--- src/rtl/core/distinct_hue_color_generator_top_assert.svh ---
// ----------------------------------------------------------------------------
// distinct_hue_color_generator_top_assert
// Assertion macros for the distinct hue color generator.
// ----------------------------------------------------------------------------
// both expect clk and rst_n in scope; the body is skipped while reset is low
`ifndef DISTINCT_HUE_COLOR_GENERATOR_TOP_ASSERT_SVH
`define DISTINCT_HUE_COLOR_GENERATOR_TOP_ASSERT_SVH

// consequent checked in the same cycle as the antecedent
`define DHCG_ASSERT_SAME(lbl, ante, cons, msg) \
  lbl: assert property (@(posedge clk) disable iff (!rst_n) (ante) |-> (cons)) \
    else $error(msg);

// consequent checked in the cycle after the antecedent
`define DHCG_ASSERT_NEXT(lbl, ante, cons, msg) \
  lbl: assert property (@(posedge clk) disable iff (!rst_n) (ante) |=> (cons)) \
    else $error(msg);

`endif

--- src/rtl/core/dhcg_pkg.sv ---
// ----------------------------------------------------------------------------
// dhcg_pkg
// Shared constants, register indexes, state and sector codes and the result
// record of the distinct hue color generator.
// ----------------------------------------------------------------------------
package dhcg_pkg;

  // default sizing
  localparam int MAX_LEVEL_DEF = 12;
  localparam int HUE_BITS_DEF  = 16;
  localparam int QUEUE_DEPTH   = 2;

  // configuration port
  localparam int CFG_IDX_W  = 2;
  localparam int CFG_DATA_W = 16;

  typedef enum logic [CFG_IDX_W-1:0] {
    REG_BASE_HUE   = 2'd0,
    REG_ALPHA      = 2'd1,
    REG_SATURATION = 2'd2,
    REG_BRIGHTNESS = 2'd3
  } cfg_reg_t;

  // back end sequencer
  typedef enum logic [2:0] {
    BK_IDLE,
    BK_HUE,
    BK_SECT,
    BK_CONV,
    BK_EMIT
  } back_state_t;

  // hue sextant of the color wheel
  typedef enum logic [2:0] {
    SEC_RED_YEL = 3'd0,
    SEC_YEL_GRN = 3'd1,
    SEC_GRN_CYN = 3'd2,
    SEC_CYN_BLU = 3'd3,
    SEC_BLU_MAG = 3'd4,
    SEC_MAG_RED = 3'd5
  } sector_t;

  // one finished color
  typedef struct packed {
    logic [7:0]  red;
    logic [7:0]  green;
    logic [7:0]  blue;
    logic [7:0]  alpha;
    logic [15:0] hue;
  } res_t;

endpackage

--- src/rtl/core/dhcg_fifo.sv ---
// ----------------------------------------------------------------------------
// dhcg_fifo
// Small register queue between the request front end and the color back end.
// ----------------------------------------------------------------------------
module dhcg_fifo #(
  parameter int WIDTH = 8,
  parameter int DEPTH = dhcg_pkg::QUEUE_DEPTH
) (
  input  logic             clk,
  input  logic             rst_n,
  input  logic             push,
  input  logic [WIDTH-1:0] wdata,
  output logic             full,
  input  logic             pop,
  output logic [WIDTH-1:0] rdata,
  output logic             empty
);

  localparam int PTR_W = (DEPTH > 1) ? $clog2(DEPTH) : 1;
  localparam int CNT_W = $clog2(DEPTH + 1);

  logic [WIDTH-1:0] mem_r [DEPTH];
  logic [PTR_W-1:0] wr_ptr_r, rd_ptr_r;
  logic [CNT_W-1:0] count_r;
  logic             do_push, do_pop;

  assign full    = (count_r == CNT_W'(DEPTH));
  assign empty   = (count_r == '0);
  assign do_push = push && !full;
  assign do_pop  = pop && !empty;
  assign rdata   = mem_r[rd_ptr_r];

  // pointers and fill count
  always_ff @(posedge clk) begin
    if (!rst_n) begin
      wr_ptr_r <= '0;
      rd_ptr_r <= '0;
      count_r  <= '0;
    end else begin
      if (do_push) begin
        wr_ptr_r <= (wr_ptr_r == PTR_W'(DEPTH - 1)) ? '0 : wr_ptr_r + 1'b1;
      end
      if (do_pop) begin
        rd_ptr_r <= (rd_ptr_r == PTR_W'(DEPTH - 1)) ? '0 : rd_ptr_r + 1'b1;
      end
      if (do_push && !do_pop) begin
        count_r <= count_r + 1'b1;
      end else if (do_pop && !do_push) begin
        count_r <= count_r - 1'b1;
      end
    end
  end

  // entry storage
  always_ff @(posedge clk) begin
    if (do_push) begin
      mem_r[wr_ptr_r] <= wdata;
    end
  end

endmodule

--- src/rtl/core/dhcg_front.sv ---
// ----------------------------------------------------------------------------
// dhcg_front
// Takes request beats, drops empty ones and walks the triad / position / level
// iterator, queueing a snapshot of it for every color asked for.
// ----------------------------------------------------------------------------
module dhcg_front #(
  parameter int MAX_LEVEL = dhcg_pkg::MAX_LEVEL_DEF,
  parameter int POS_W     = MAX_LEVEL,
  parameter int LVL_W     = $clog2(MAX_LEVEL + 2)
) (
  input  logic             clk,
  input  logic             rst_n,
  input  logic             in_push,
  input  logic             in_request,
  input  logic             q_full,
  output logic             q_push,
  output logic [1:0]       q_triad,
  output logic [POS_W-1:0] q_pos,
  output logic [LVL_W-1:0] q_lvl
);

  logic [1:0]       triad_r, triad_nxt;
  logic [POS_W-1:0] pos_r, pos_nxt;
  logic [LVL_W-1:0] lvl_r, lvl_nxt;
  logic [POS_W:0]   pos_inc;
  logic [LVL_W-1:0] lvl_inc;

  assign q_push  = in_push && !q_full && in_request;
  assign q_triad = triad_r;
  assign q_pos   = pos_r;
  assign q_lvl   = lvl_r;

  // iterator advance: triad, then position, then level, then restart
  always_comb begin
    pos_inc   = {1'b0, pos_r} + ((lvl_r == LVL_W'(1)) ? (POS_W+1)'(1) : (POS_W+1)'(2));
    lvl_inc   = lvl_r + 1'b1;
    triad_nxt = triad_r;
    pos_nxt   = pos_r;
    lvl_nxt   = lvl_r;
    if (triad_r != 2'd2) begin
      triad_nxt = triad_r + 1'b1;
    end else begin
      triad_nxt = 2'd0;
      if ((pos_inc >> lvl_r) == '0) begin
        pos_nxt = pos_inc[POS_W-1:0];
      end else if (lvl_inc > LVL_W'(MAX_LEVEL)) begin
        pos_nxt = '0;
        lvl_nxt = LVL_W'(1);
      end else begin
        pos_nxt = POS_W'(1);
        lvl_nxt = lvl_inc;
      end
    end
  end

  // iterator state
  always_ff @(posedge clk) begin
    if (!rst_n) begin
      triad_r <= 2'd0;
      pos_r   <= '0;
      lvl_r   <= LVL_W'(1);
    end else if (q_push) begin
      triad_r <= triad_nxt;
      pos_r   <= pos_nxt;
      lvl_r   <= lvl_nxt;
    end
  end

endmodule

--- src/rtl/core/dhcg_back.sv ---
// ----------------------------------------------------------------------------
// dhcg_back
// Turns one iterator snapshot into a hue and an RGB color: hue sum, sextant
// split, a three-deep multiply pipeline for the p/q/t factors, then the
// output register that holds the color until it is popped.
// ----------------------------------------------------------------------------
module dhcg_back #(
  parameter int HUE_BITS = dhcg_pkg::HUE_BITS_DEF,
  parameter int POS_W    = dhcg_pkg::MAX_LEVEL_DEF,
  parameter int LVL_W    = 4
) (
  input  logic                clk,
  input  logic                rst_n,
  // queue head
  input  logic                q_empty,
  input  logic [1:0]          q_triad,
  input  logic [POS_W-1:0]    q_pos,
  input  logic [LVL_W-1:0]    q_lvl,
  output logic                q_pop,
  // configuration
  input  logic [15:0]         base_hue,
  input  logic [7:0]          alpha_level,
  input  logic [7:0]          saturation,
  input  logic [7:0]          brightness,
  // result
  output logic                out_valid,
  input  logic                out_pop,
  output dhcg_pkg::res_t      res
);

  localparam int HB     = HUE_BITS;
  localparam int MUL_W  = HB + POS_W;
  localparam logic [HB-1:0]   THIRD    = HB'((1 << HB) / 3);
  localparam logic [HB:0]     ONE      = (HB+1)'(1) << HB;
  localparam logic [HB+7:0]   D_FULL   = (HB+8)'(255) << HB;
  localparam logic [HB+15:0]  D_HALF   = (HB+16)'(D_FULL >> 1);
  localparam logic [2:0]      CH_P     = 3'd0;
  localparam logic [2:0]      CH_Q     = 3'd1;
  localparam logic [2:0]      CH_LAST  = 3'd4;

  dhcg_pkg::back_state_t state_r, state_nxt;

  logic [1:0]       triad_r;
  logic [LVL_W-1:0] lvl_r;
  logic [MUL_W-1:0] mult_r;
  logic [HB-1:0]    hue_r;
  logic [2:0]       sector_r;
  logic [HB-1:0]    f_r;
  logic [2:0]       cnt_r;
  logic [HB+8:0]    m1_r;
  logic [HB+15:0]   m2_r;
  logic [7:0]       chan_r [3];
  logic             out_valid_r;
  dhcg_pkg::res_t   res_r;

  logic             out_free;
  logic             emit_load;
  logic [HB-1:0]    triad_off;
  logic [HB-1:0]    hue_sum;
  logic [HB+2:0]    h6;
  logic [HB:0]      g_sel;
  logic [HB+7:0]    diff;
  logic [7:0]       r_sel, g_out, b_sel;

  // floor(z / 255) for z below 255 * 256
  function automatic logic [7:0] div255(input logic [15:0] z);
    logic [16:0] acc;
    acc = {1'b0, z} + 17'd1 + 17'(z[15:8]);
    return acc[15:8];
  endfunction

  assign out_free  = !out_valid_r || out_pop;
  assign out_valid = out_valid_r;
  assign res       = res_r;

  // sequencer next state and handshakes
  always_comb begin
    state_nxt = state_r;
    q_pop     = 1'b0;
    emit_load = 1'b0;
    case (state_r)
      dhcg_pkg::BK_IDLE: begin
        if (!q_empty) begin
          q_pop     = 1'b1;
          state_nxt = dhcg_pkg::BK_HUE;
        end
      end
      dhcg_pkg::BK_HUE:  state_nxt = dhcg_pkg::BK_SECT;
      dhcg_pkg::BK_SECT: state_nxt = dhcg_pkg::BK_CONV;
      dhcg_pkg::BK_CONV: begin
        if (cnt_r == CH_LAST) begin
          state_nxt = dhcg_pkg::BK_EMIT;
        end
      end
      dhcg_pkg::BK_EMIT: begin
        if (out_free) begin
          emit_load = 1'b1;
          state_nxt = dhcg_pkg::BK_IDLE;
        end
      end
      default: state_nxt = dhcg_pkg::BK_IDLE;
    endcase
  end

  always_ff @(posedge clk) begin
    if (!rst_n) begin
      state_r <= dhcg_pkg::BK_IDLE;
    end else begin
      state_r <= state_nxt;
    end
  end

  // hue sum and sextant split
  always_comb begin
    case (triad_r)
      2'd0:    triad_off = '0;
      2'd1:    triad_off = THIRD;
      default: triad_off = HB'({THIRD, 1'b0});
    endcase
    hue_sum = HB'(base_hue) + triad_off + HB'(mult_r >> lvl_r);
    h6      = {1'b0, hue_r, 2'b00} + {2'b00, hue_r, 1'b0};
  end

  // channel factor for the current pipeline slot, and 1 - s*g
  always_comb begin
    case (cnt_r)
      CH_P:    g_sel = ONE;
      CH_Q:    g_sel = {1'b0, f_r};
      default: g_sel = ONE - {1'b0, f_r};
    endcase
    diff = D_FULL - (HB+8)'(m1_r);
  end

  // sextant to rgb mapping of v, p, q, t
  always_comb begin
    case (sector_r)
      dhcg_pkg::SEC_RED_YEL: begin
        r_sel = brightness; g_out = chan_r[2]; b_sel = chan_r[0];
      end
      dhcg_pkg::SEC_YEL_GRN: begin
        r_sel = chan_r[1]; g_out = brightness; b_sel = chan_r[0];
      end
      dhcg_pkg::SEC_GRN_CYN: begin
        r_sel = chan_r[0]; g_out = brightness; b_sel = chan_r[2];
      end
      dhcg_pkg::SEC_CYN_BLU: begin
        r_sel = chan_r[0]; g_out = chan_r[1]; b_sel = brightness;
      end
      dhcg_pkg::SEC_BLU_MAG: begin
        r_sel = chan_r[2]; g_out = chan_r[0]; b_sel = brightness;
      end
      default: begin
        r_sel = brightness; g_out = chan_r[0]; b_sel = chan_r[1];
      end
    endcase
  end

  // datapath registers
  always_ff @(posedge clk) begin
    case (state_r)
      dhcg_pkg::BK_IDLE: begin
        triad_r <= q_triad;
        lvl_r   <= q_lvl;
        mult_r  <= MUL_W'(THIRD) * MUL_W'(q_pos);
      end
      dhcg_pkg::BK_HUE: begin
        hue_r <= hue_sum;
      end
      dhcg_pkg::BK_SECT: begin
        sector_r <= h6[HB+2:HB];
        f_r      <= h6[HB-1:0];
        cnt_r    <= '0;
      end
      dhcg_pkg::BK_CONV: begin
        cnt_r <= cnt_r + 1'b1;
        if (cnt_r < 3'd3) begin
          m1_r <= (HB+9)'(saturation) * (HB+9)'(g_sel);
        end
        if (cnt_r != 3'd0 && cnt_r < CH_LAST) begin
          m2_r <= (HB+16)'(brightness) * (HB+16)'(diff) + D_HALF;
        end
        if (cnt_r >= 3'd2) begin
          chan_r[2'(cnt_r - 3'd2)] <= div255(m2_r[HB+15:HB]);
        end
      end
      default: ;
    endcase
  end

  // output register
  always_ff @(posedge clk) begin
    if (!rst_n) begin
      out_valid_r <= 1'b0;
    end else if (emit_load) begin
      out_valid_r <= 1'b1;
    end else if (out_pop) begin
      out_valid_r <= 1'b0;
    end
  end

  always_ff @(posedge clk) begin
    if (emit_load) begin
      res_r.red   <= r_sel;
      res_r.green <= g_out;
      res_r.blue  <= b_sel;
      res_r.alpha <= alpha_level;
      res_r.hue   <= 16'(hue_r);
    end
  end

endmodule

--- src/rtl/core/distinct_hue_color_generator_top.sv ---
// ----------------------------------------------------------------------------
// distinct_hue_color_generator_top
// Request-driven palette source of well separated hues as 8-bit RGBA.
// ----------------------------------------------------------------------------
// Every push with in_request high yields one color; a push with in_request
// low is taken and dropped. The front end takes one request beat per cycle
// into a two-entry queue, so in_full only rises when colors are asked for
// faster than they are made. Each color passes the back end in order: the
// position is loaded and multiplied, then the hue sum, the sextant split,
// the shared two-multiplier pipeline that forms the p, q and t factors,
// and the output register load. The sequencer sets the sustained rate and
// pops no new snapshot until the last color is loaded. A finished color waits
// in the output register while the next one is already being computed.
// Configuration writes take effect at once and are meant for idle periods.
// ----------------------------------------------------------------------------
module distinct_hue_color_generator_top #(
  parameter int MAX_LEVEL = dhcg_pkg::MAX_LEVEL_DEF,
  parameter int HUE_BITS  = dhcg_pkg::HUE_BITS_DEF
) (
  input  logic                            clk,
  input  logic                            rst_n,
  // request channel
  input  logic                            in_push,
  output logic                            in_full,
  input  logic                            in_request,
  // color channel
  output logic                            out_empty,
  input  logic                            out_pop,
  output logic [7:0]                      out_red,
  output logic [7:0]                      out_green,
  output logic [7:0]                      out_blue,
  output logic [7:0]                      out_alpha_out,
  output logic [15:0]                     out_hue_out,
  // configuration
  input  logic                            cfg_we,
  input  logic [dhcg_pkg::CFG_IDX_W-1:0]  cfg_index,
  input  logic [dhcg_pkg::CFG_DATA_W-1:0] cfg_data
);

  `include "distinct_hue_color_generator_top_assert.svh"

  localparam int POS_W = MAX_LEVEL;
  localparam int LVL_W = $clog2(MAX_LEVEL + 2);
  localparam int Q_W   = 2 + POS_W + LVL_W;

  logic [15:0] base_r;
  logic [7:0]  alpha_r, sat_r, bright_r;

  logic             q_push, q_full, q_pop, q_empty;
  logic [1:0]       f_triad, b_triad;
  logic [POS_W-1:0] f_pos, b_pos;
  logic [LVL_W-1:0] f_lvl, b_lvl;
  logic [Q_W-1:0]   q_wdata, q_rdata;
  logic             res_valid;
  dhcg_pkg::res_t   res;

  // configuration registers
  always_ff @(posedge clk) begin
    if (!rst_n) begin
      base_r   <= '0;
      alpha_r  <= 8'hFF;
      sat_r    <= 8'hFF;
      bright_r <= 8'hFF;
    end else if (cfg_we) begin
      case (dhcg_pkg::cfg_reg_t'(cfg_index))
        dhcg_pkg::REG_BASE_HUE:   base_r   <= cfg_data[15:0];
        dhcg_pkg::REG_ALPHA:      alpha_r  <= cfg_data[7:0];
        dhcg_pkg::REG_SATURATION: sat_r    <= cfg_data[7:0];
        dhcg_pkg::REG_BRIGHTNESS: bright_r <= cfg_data[7:0];
        default: ;
      endcase
    end
  end

  // request front end
  dhcg_front #(
    .MAX_LEVEL (MAX_LEVEL),
    .POS_W     (POS_W),
    .LVL_W     (LVL_W)
  ) u_front (
    .clk        (clk),
    .rst_n      (rst_n),
    .in_push    (in_push),
    .in_request (in_request),
    .q_full     (q_full),
    .q_push     (q_push),
    .q_triad    (f_triad),
    .q_pos      (f_pos),
    .q_lvl      (f_lvl)
  );

  assign q_wdata = {f_triad, f_pos, f_lvl};
  assign in_full = q_full;

  // snapshot queue
  dhcg_fifo #(
    .WIDTH (Q_W),
    .DEPTH (dhcg_pkg::QUEUE_DEPTH)
  ) u_fifo (
    .clk   (clk),
    .rst_n (rst_n),
    .push  (q_push),
    .wdata (q_wdata),
    .full  (q_full),
    .pop   (q_pop),
    .rdata (q_rdata),
    .empty (q_empty)
  );

  assign {b_triad, b_pos, b_lvl} = q_rdata;

  // color back end
  dhcg_back #(
    .HUE_BITS (HUE_BITS),
    .POS_W    (POS_W),
    .LVL_W    (LVL_W)
  ) u_back (
    .clk         (clk),
    .rst_n       (rst_n),
    .q_empty     (q_empty),
    .q_triad     (b_triad),
    .q_pos       (b_pos),
    .q_lvl       (b_lvl),
    .q_pop       (q_pop),
    .base_hue    (base_r),
    .alpha_level (alpha_r),
    .saturation  (sat_r),
    .brightness  (bright_r),
    .out_valid   (res_valid),
    .out_pop     (out_pop),
    .res         (res)
  );

  assign out_empty     = !res_valid;
  assign out_red       = res.red;
  assign out_green     = res.green;
  assign out_blue      = res.blue;
  assign out_alpha_out = res.alpha;
  assign out_hue_out   = res.hue;

  // checks
  `DHCG_ASSERT_SAME(a_queue_no_overflow, q_push, !q_full, "snapshot pushed into full queue")
  `DHCG_ASSERT_SAME(a_queue_no_underrun, q_pop, !q_empty, "back end popped empty queue")
  `DHCG_ASSERT_NEXT(a_empty_beat_holds_iter, in_push && !in_full && !in_request,
                    $stable(q_wdata), "beat without request moved the iterator")

endmodule

--- config.mk ---
export PLATFORM = sky130hd
export DESIGN_NAME = distinct_hue_color_generator_top
export DESIGN_NICKNAME = d
export VERILOG_FILES = /design/src/rtl/core/dhcg_pkg.sv /design/src/rtl/core/dhcg_fifo.sv /design/src/rtl/core/dhcg_front.sv /design/src/rtl/core/dhcg_back.sv /design/src/rtl/core/distinct_hue_color_generator_top.sv
export VERILOG_INCLUDE_DIRS = /design/src /design/src/rtl/core
export SDC_FILE = /design/constraint.sdc
export NUM_CORES = 1
export LEC_CHECK = 0
export BUFFER_PORTS_ARGS = -buffer_cell sky130_fd_sc_hd__buf_4
export CAP_MARGIN = 20
export CORE_AREA = 4 4 268 270
export CTS_CLUSTER_SIZE = 24
export DETAILED_ROUTE_END_ITERATION = 12
export DIE_AREA = 0 0 272 274
export GPL_TIMING_DRIVEN = 0
export MAX_ROUTING_LAYER = met4
export PLACE_DENSITY = 0.5
export SKIP_CTS_REPAIR_TIMING = 1
export SYNTH_ARGS = -nofsm -noshare
export SYNTH_HDL_FRONTEND = slang
export SYNTH_SLANG_ARGS = --single-unit
--- constraint.sdc ---
create_clock -name clk -period 7.55 [get_ports clk]
set_input_delay 1.51 -clock clk [delete_from_list [all_inputs] [get_ports clk]]
set_output_delay 1.51 -clock clk [all_outputs]
set_load 0.01 [all_outputs]
* Yosys cells after proc, flatten, opt, wreduce, memory -nomap -nowiden
Memories as Yosys holds them, arrays and structs flattened. A register that Yosys moved wholly into a read port is not among the register bits.
Index checks and enable logic that the tools add are counted.
** Word-level totals
- Input port bits :: 24
- Logic and storage cells :: 145
- Memories kept :: 2
- Register bits :: 241
- Bits in writable memories :: 60
** Memory list
- u_fifo.mem_r :: words 2, bits a word 18, read ports 1, clocked after memory_dff 1, wr ports 1, RTL line dhcg_fifo.sv:22 : logic [WIDTH-1:0] mem_r [DEPTH];
- u_back.chan_r :: words 3, bits a word 8, read ports 3, clocked after memory_dff 0, wr ports 1, RTL line dhcg_back.sv:52 : logic [7:0] chan_r [3];
** Cells by class
- Shift operators :: 2
- $mul :: 3
- Multiplexer cells :: 32
- Reductions and logical operators :: 37
- $add $sub $neg :: 17
- Order comparisons :: 4
- Bitwise operators :: 2
- Equal/unequal tests :: 20
** Operator list (count)
- 8-bit one-hot mux with 3 select lines :: 3
- 17-bit one-hot mux with 2 select lines :: 1
- 16-bit adder :: 2
- 32-bit by 23-bit adder with 32-bit output, second input constant :: 1
- 8-bit by 24-bit multiplier with 32-bit output :: 1
- 16-bit one-hot mux with 2 select lines :: 1
- 15-bit by 12-bit multiplier with 27-bit output, first input constant :: 1
- 27-bit by 4-bit right shift with 16-bit output :: 1
- 8-bit by 17-bit multiplier with 24-bit output :: 1
- 24-bit subtractor, first input constant :: 1
- 18-bit by 17-bit adder with 19-bit output :: 1
- 17-bit by 16-bit subtractor with 17-bit output, first input constant :: 1
- 16-bit by 1-bit adder with 16-bit output, second input constant :: 1
- 16-bit by 8-bit adder with 16-bit output :: 1
- 1-bit 2-to-1 mux :: 16
- 3-bit one-hot mux with 5 select lines :: 1
- 2-bit AND reduction :: 7
- 12-bit by 13-bit adder with 13-bit output :: 1
- 13-bit zero test :: 1
- 13-bit by 4-bit right shift with 13-bit output :: 1
- 3-bit by 2-bit == test with 1-bit output, second input constant :: 4
- 12-bit 2-to-1 mux :: 1
- 3-bit by 1-bit == test with 1-bit output, second input constant :: 3
- 3-bit == test, second input constant :: 3
- other kinds (29) :: 62

* Logic depth before layout (Yosys ltp)
- Depth in word-level cells :: 9
- Depth in mapped cells :: 26

* By module
Synthesis repeated with hierarchy kept, for this count alone.
** Unflattened totals
- Cell total of the unflattened synthesis :: 2655
- Area total of the unflattened synthesis :: 26842.0 um2
** By module, submodules not included
- dhcg_back :: cells an instance 2231, area each 22168.8 um2, times used 1
- distinct_hue_color_generator_top :: cells an instance 160, area each 1647.8 um2, times used 1
- dhcg_fifo :: cells an instance 81, area each 1530.2 um2, times used 1
- dhcg_front :: cells an instance 183, area each 1495.2 um2, times used 1

* Worst setup path before layout
No wires, ideal clock.
- Path type :: flip-flop to flip-flop
- From :: register u_back.m1_r[1]
- To :: register u_back.m2_r[27] (data pin)
- Setup slack :: 1.245 ns
- Cell stages (with the launch flop) :: 27
- Library setup time :: 0.258 ns
- Arrival :: 6.047 ns
- Clock period less this slack :: 6.305 ns
- Path buffers :: 1
- Cell sequence :: edfxtp_1 -> inv_2 -> ha_1 -> nand2_1 -> or3_1 -> clkbuf_1 -> or4_1 -> nor2_1 -> nor2b_1 -> xnor2_2 -> nand2_1 -> fa_1 -> inv_1 -> fa_1 -> fa_1 -> inv_1 -> fa_1 -> inv_1 -> ha_1 -> o21a_1 -> nor2_1 -> or2_0 -> o221a_2 -> o31ai_1 -> a21oi_1 -> o21ba_2 -> xnor2_1
** Between the ends
- Word-level cells in the longest chain between the ends :: 3
** RTL lines
- start: declaration :: RTL line dhcg_back.sv:50 : logic [HB+8:0] m1_r;
- start signal: assignment :: RTL line dhcg_back.sv:177 : m1_r <= (HB+9)'(saturation) * (HB+9)'(g_sel);
- 24-bit subtractor :: RTL line dhcg_back.sv:131 : diff = D_FULL - (HB+8)'(m1_r);
- 8-bit by 24-bit multiplier with 32-bit output :: RTL line dhcg_back.sv:180 : m2_r <= (HB+16)'(brightness) * (HB+16)'(diff) + D_HALF;
- 32-bit by 23-bit adder with 32-bit output :: RTL line dhcg_back.sv:180
- end signal: assignment :: RTL line dhcg_back.sv:180
- end: declaration :: RTL line dhcg_back.sv:51 : logic [HB+15:0] m2_r;
Every way passes these cells.
A chain may end at the register's enable or synchronous reset.

* Worst setup path after layout
- From :: register u_back.m1_r[1]
- To :: register u_back.m2_r[23] (data pin)
The elaborated chain is that of the path after synthesis.

==> run_results.csv <==
group,metric,value,unit
clock_tree,h-tree-depth,2,
clock_tree,cts_tree,"built",
sta,setup_violations,0,
route,num_vias,18997,
finish,seqCellArea,0.007858,mm²
critical_path,crit_type,"reg2reg",
critical_path,critPathArrivalTime,7.45,ns
finish,layout.nets,3246,
clock_tree,clk_path_buf_depth,3,
finish,multiInputGateArea,0.01669,mm²
yosys,post_synth.cell_area_avg,10.00,µm²
yosys,syn_nets,3122,
critical_path,critPathMaxFanout,9,
sta,relSlewSlack,34.18,%
yosys,synth_compound_area_share,9.321,%
route,dr.pass1.iters,5,
yosys,ys.flop_type,"edfxtp_1",
job,max-cap-violations,0,
hold_path,min_from,"alpha_r[2]",
yosys,synth.mux.area_fraction,3.392,%
yosys,synthArstFlopShare,0,%
yosys,synth_top_family_by_area,"adder cells",
yosys,synth-edff-count,217,
placed_design,place_area,0.02810,mm²
yosys,ys_ff_latch,284,
sta,fin_tns_setup,0,ns
yosys,yosys.area_share.adder,30.36,%
sta,slew_viol_final,0,
route,ant_nets,0,
route,wl_per_cell,18.53,µm
floorplanning,rows,97,
floorplanning,io_pins,74,
critical_path,cp-end-kind,"flip-flop",
yosys,synth-simple-area-share,16.38,%
global_route,grt_pass1_wl,109300,µm
clock_tree,root_buffer,"clkbuf_16",
critical_path,path_common_cell,"fa_1",
global_route,antenna_found_initial,2,
finish,syn_to_final_growth,11.88,%
critical_path,cp-start-kind,"flip-flop",
global_route,overflow,0,
finish,fillers,6830,
finish,fin_area,0.02930,mm²
placed_design,place.detailed.hpwl,54230,µm
global_route,grt_start_max_net_pins,37,
floorplanning,fp.dieH,274,µm
finish,layout-drive-gt1-share,8.228,%
sta,fin_crit_sh,94.96,%
yosys,synth_cells,2619,
critical_path,critPathLaunch,"u_back.m1_r[1]",
yosys,ys_seq_area_share,30.00,%
clock_tree,clock_latency,0.56,ns
sta,max_freq,139.5,MHz
yosys,syn-cell-area,0.02619,mm²
run_status,status,"completed",
critical_path,r2r-start,"u_back.m1_r[1]",
global_route,track_usage,19.01,%
placed_design,port_buffers,72,
route,via_per_inst,5.118,
hold_path,hp-class,"reg2reg",
critical_path,worstPathRequired,7.83,ns
clock_tree,clkSinkCount,284,
critical_path,worst_path_largest_cell_delay,0.56,ns
clock_tree,cts.clk_slew.worst_paths,0.07,ns
critical_path,path_cells,"inv_2 > ha_1 > nand2_1 > or3_1 > clkbuf_1 > or4_1 > and2_1 > nor2_1 > nand2_1 > fa_1 > fa_1 > inv_1 > fa_1 > inv_1 > fa_1 > inv_1 > ha_1 > a21o_1 > a2111oi_0 > o221a_2 > nor2_1 > a21oi_1 > o21bai_1 > xor2_1",
sta,hold_viol,0,
global_route,grt_pass1_vias,19846,
sta,post-route-min-period,7.170,ns
yosys,synth_cell_type_count,89,
clock_tree,cts_buffers,36,
route,drc,0,
yosys,yosys_warnings,0,
sta,worstMarginPinSlew,0.9852,ns
floorplanning,die_x,272,µm
route,drt_wl_total,68790,µm
floorplanning,fp.coreArea,0.06954,mm²
route,drtIter0Drc,1088,
floorplanning,dieArea,0.07453,mm²
placed_design,routabilityCongestion,0.8839,
sta,fin_hold_ws,0.4342,ns
finish,finish.utilization,42.13,%
yosys,synth-xor-area-share,4.094,%
critical_path,crit_slowest_cell,"edfxtp_1",
floorplanning,initial_core_util,37.66,%
sta,finClkSkew,0.02932,ns
sta,rsz0062_at_grt,"false",
cells in the final DEF (no fill, tap or decap), types with 14 or more instances in the layout:
| cell | instances |
|---|---|
| a31oi_1 | 14 |
| nand2b_1 | 19 |
| mux2_2 | 23 |
| fa_1 | 261 |
| inv_1 | 347 |
| xor2_1 | 35 |
| a211oi_1 | 18 |
| xnor2_1 | 80 |
| nand2_1 | 261 |
| a21o_1 | 26 |
| nand3_1 | 49 |
| and3_1 | 29 |
| nor3_1 | 29 |
| o21ai_0 | 46 |
| clkbuf_16 | 37 |
| edfxtp_1 | 217 |
| ha_1 | 218 |
| o22ai_1 | 38 |
| nor2_1 | 120 |
| or3_1 | 14 |
| buf_4 | 76 |
| o21a_1 | 15 |
| dfxtp_1 | 67 |
| a21oi_1 | 116 |
| mux2i_1 | 37 |
| o21ai_1 | 19 |
| and2_1 | 210 |
| clkbuf_1 | 85 |
| nor2b_1 | 30 |
per-stage QoR:
step / instances / worst slack, ns
6_report: 3712 / 0.3802
3_5_place_dp: 3644 / 0.4118
2_1_floorplan: 2619 / 1.245
5_1_grt: 3712 / 0.04027
4_1_cts: 3710 / 0.4076
3_3_place_gp: 3631 / 0.5132
state kept, by name, summed over array words and instances (netlist names), 2 cells and up, named ones only:
name,flops
alpha_r,8
base_r,16
bright_r,8
sat_r,8
u_back.chan_r,24
u_back.cnt_r,3
u_back.f_r,15
u_back.hue_r,16
u_back.lvl_r,4
u_back.m1_r,23
u_back.m2_r,16
u_back.mult_r,27
u_back.res,48
u_back.sector_r,3
u_back.state_r,3
u_back.triad_r,2
u_fifo.count_r,2
u_fifo.mem_r,36
u_front.q_lvl,4
u_front.q_pos,12
u_front.q_triad,2
cell usage after synthesis (all sizes together) (19+ instances only):
library cell  number  share of area, %
and2             211               5.0
a211oi            19              0.54
xor2              35               1.2
mux2              24               1.0
a21o              26              0.75
fa               261                20
nand2b            19              0.45
xnor2             84               2.9
o22ai             38              0.91
a21oi            117               2.3
inv              350               5.0
mux2i             37               1.4
nor2b             30              0.72
o21ai             66               1.3
edfxtp           217                25
ha               218                10
nor3              33              0.69
and3              29              0.69
dfxtp             67               5.1
nor2             123               1.8
nand2            262               3.8
nand3             52               1.1
clkbuf            79               1.1
critical path, delay by kind of cell, from the launching register on:
kind	cells	cell delay (ns)
fa+ha+maj	6	2.54
xor+xnor	1	0.15
flops	1	0.56
simple gates	7	1.75
buf+inv	5	0.42
compound gates	5	1.46
area by class of cell:
class	instances	share of cell area, %
Buffer	94	1.243
Multi-Input combinational cell	1888	56.97
Clock inverter	23	0.8199
Tap cell	940	4.014
Antenna cell	1	0.008540
Inverter	353	4.522
Clock buffer	43	3.237
Sequential cell	284	26.82
Timing Repair Buffer	86	2.370
final timing paths:
| kind | cells after the start | slack, ns | end |
|---|---|---|---|
| min | 0 | 0.43 | u_back.res[18] |
| max | 24 | 0.38 | u_back.m2_r[23] |
| max reg2reg | 24 | 0.38 | u_back.m2_r[23] |
| min reg2reg | 0 | 0.43 | u_back.res[18] |
logic make-up (layout without fill, tap and decap cells):
| kind of cell | Yosys count | in the layout |
|---|---|---|
| other | 0 | 1 |
| buffers and inverters | 447 | 599 |
| AND/OR/NAND/NOR | 838 | 838 |
| XOR/XNOR | 119 | 119 |
| flip-flops | 284 | 284 |
| adder cells (fa/ha/maj) | 479 | 479 |
| AO/OA/AOI/OAI | 380 | 380 |
| multiplexers | 72 | 72 |
layer usage:
metal / share of wire [%] / global-route usage [%] / wire length (µm) / up-vias
met1: 44 / 24.18 / 30450 / 9418
met4: 2.8 / 5.392 / 1904 / 0
li1: - / - / - / 9054
met2: 48 / 31.43 / 32780 / 413
met3: 5.3 / 3.290 / 3657 / 112
met5: 0 / - / 0 / -
Power is left out: the tool's default activity adds up to more than one toggle a clock period on the data nets, which glitch-free logic cannot reach.
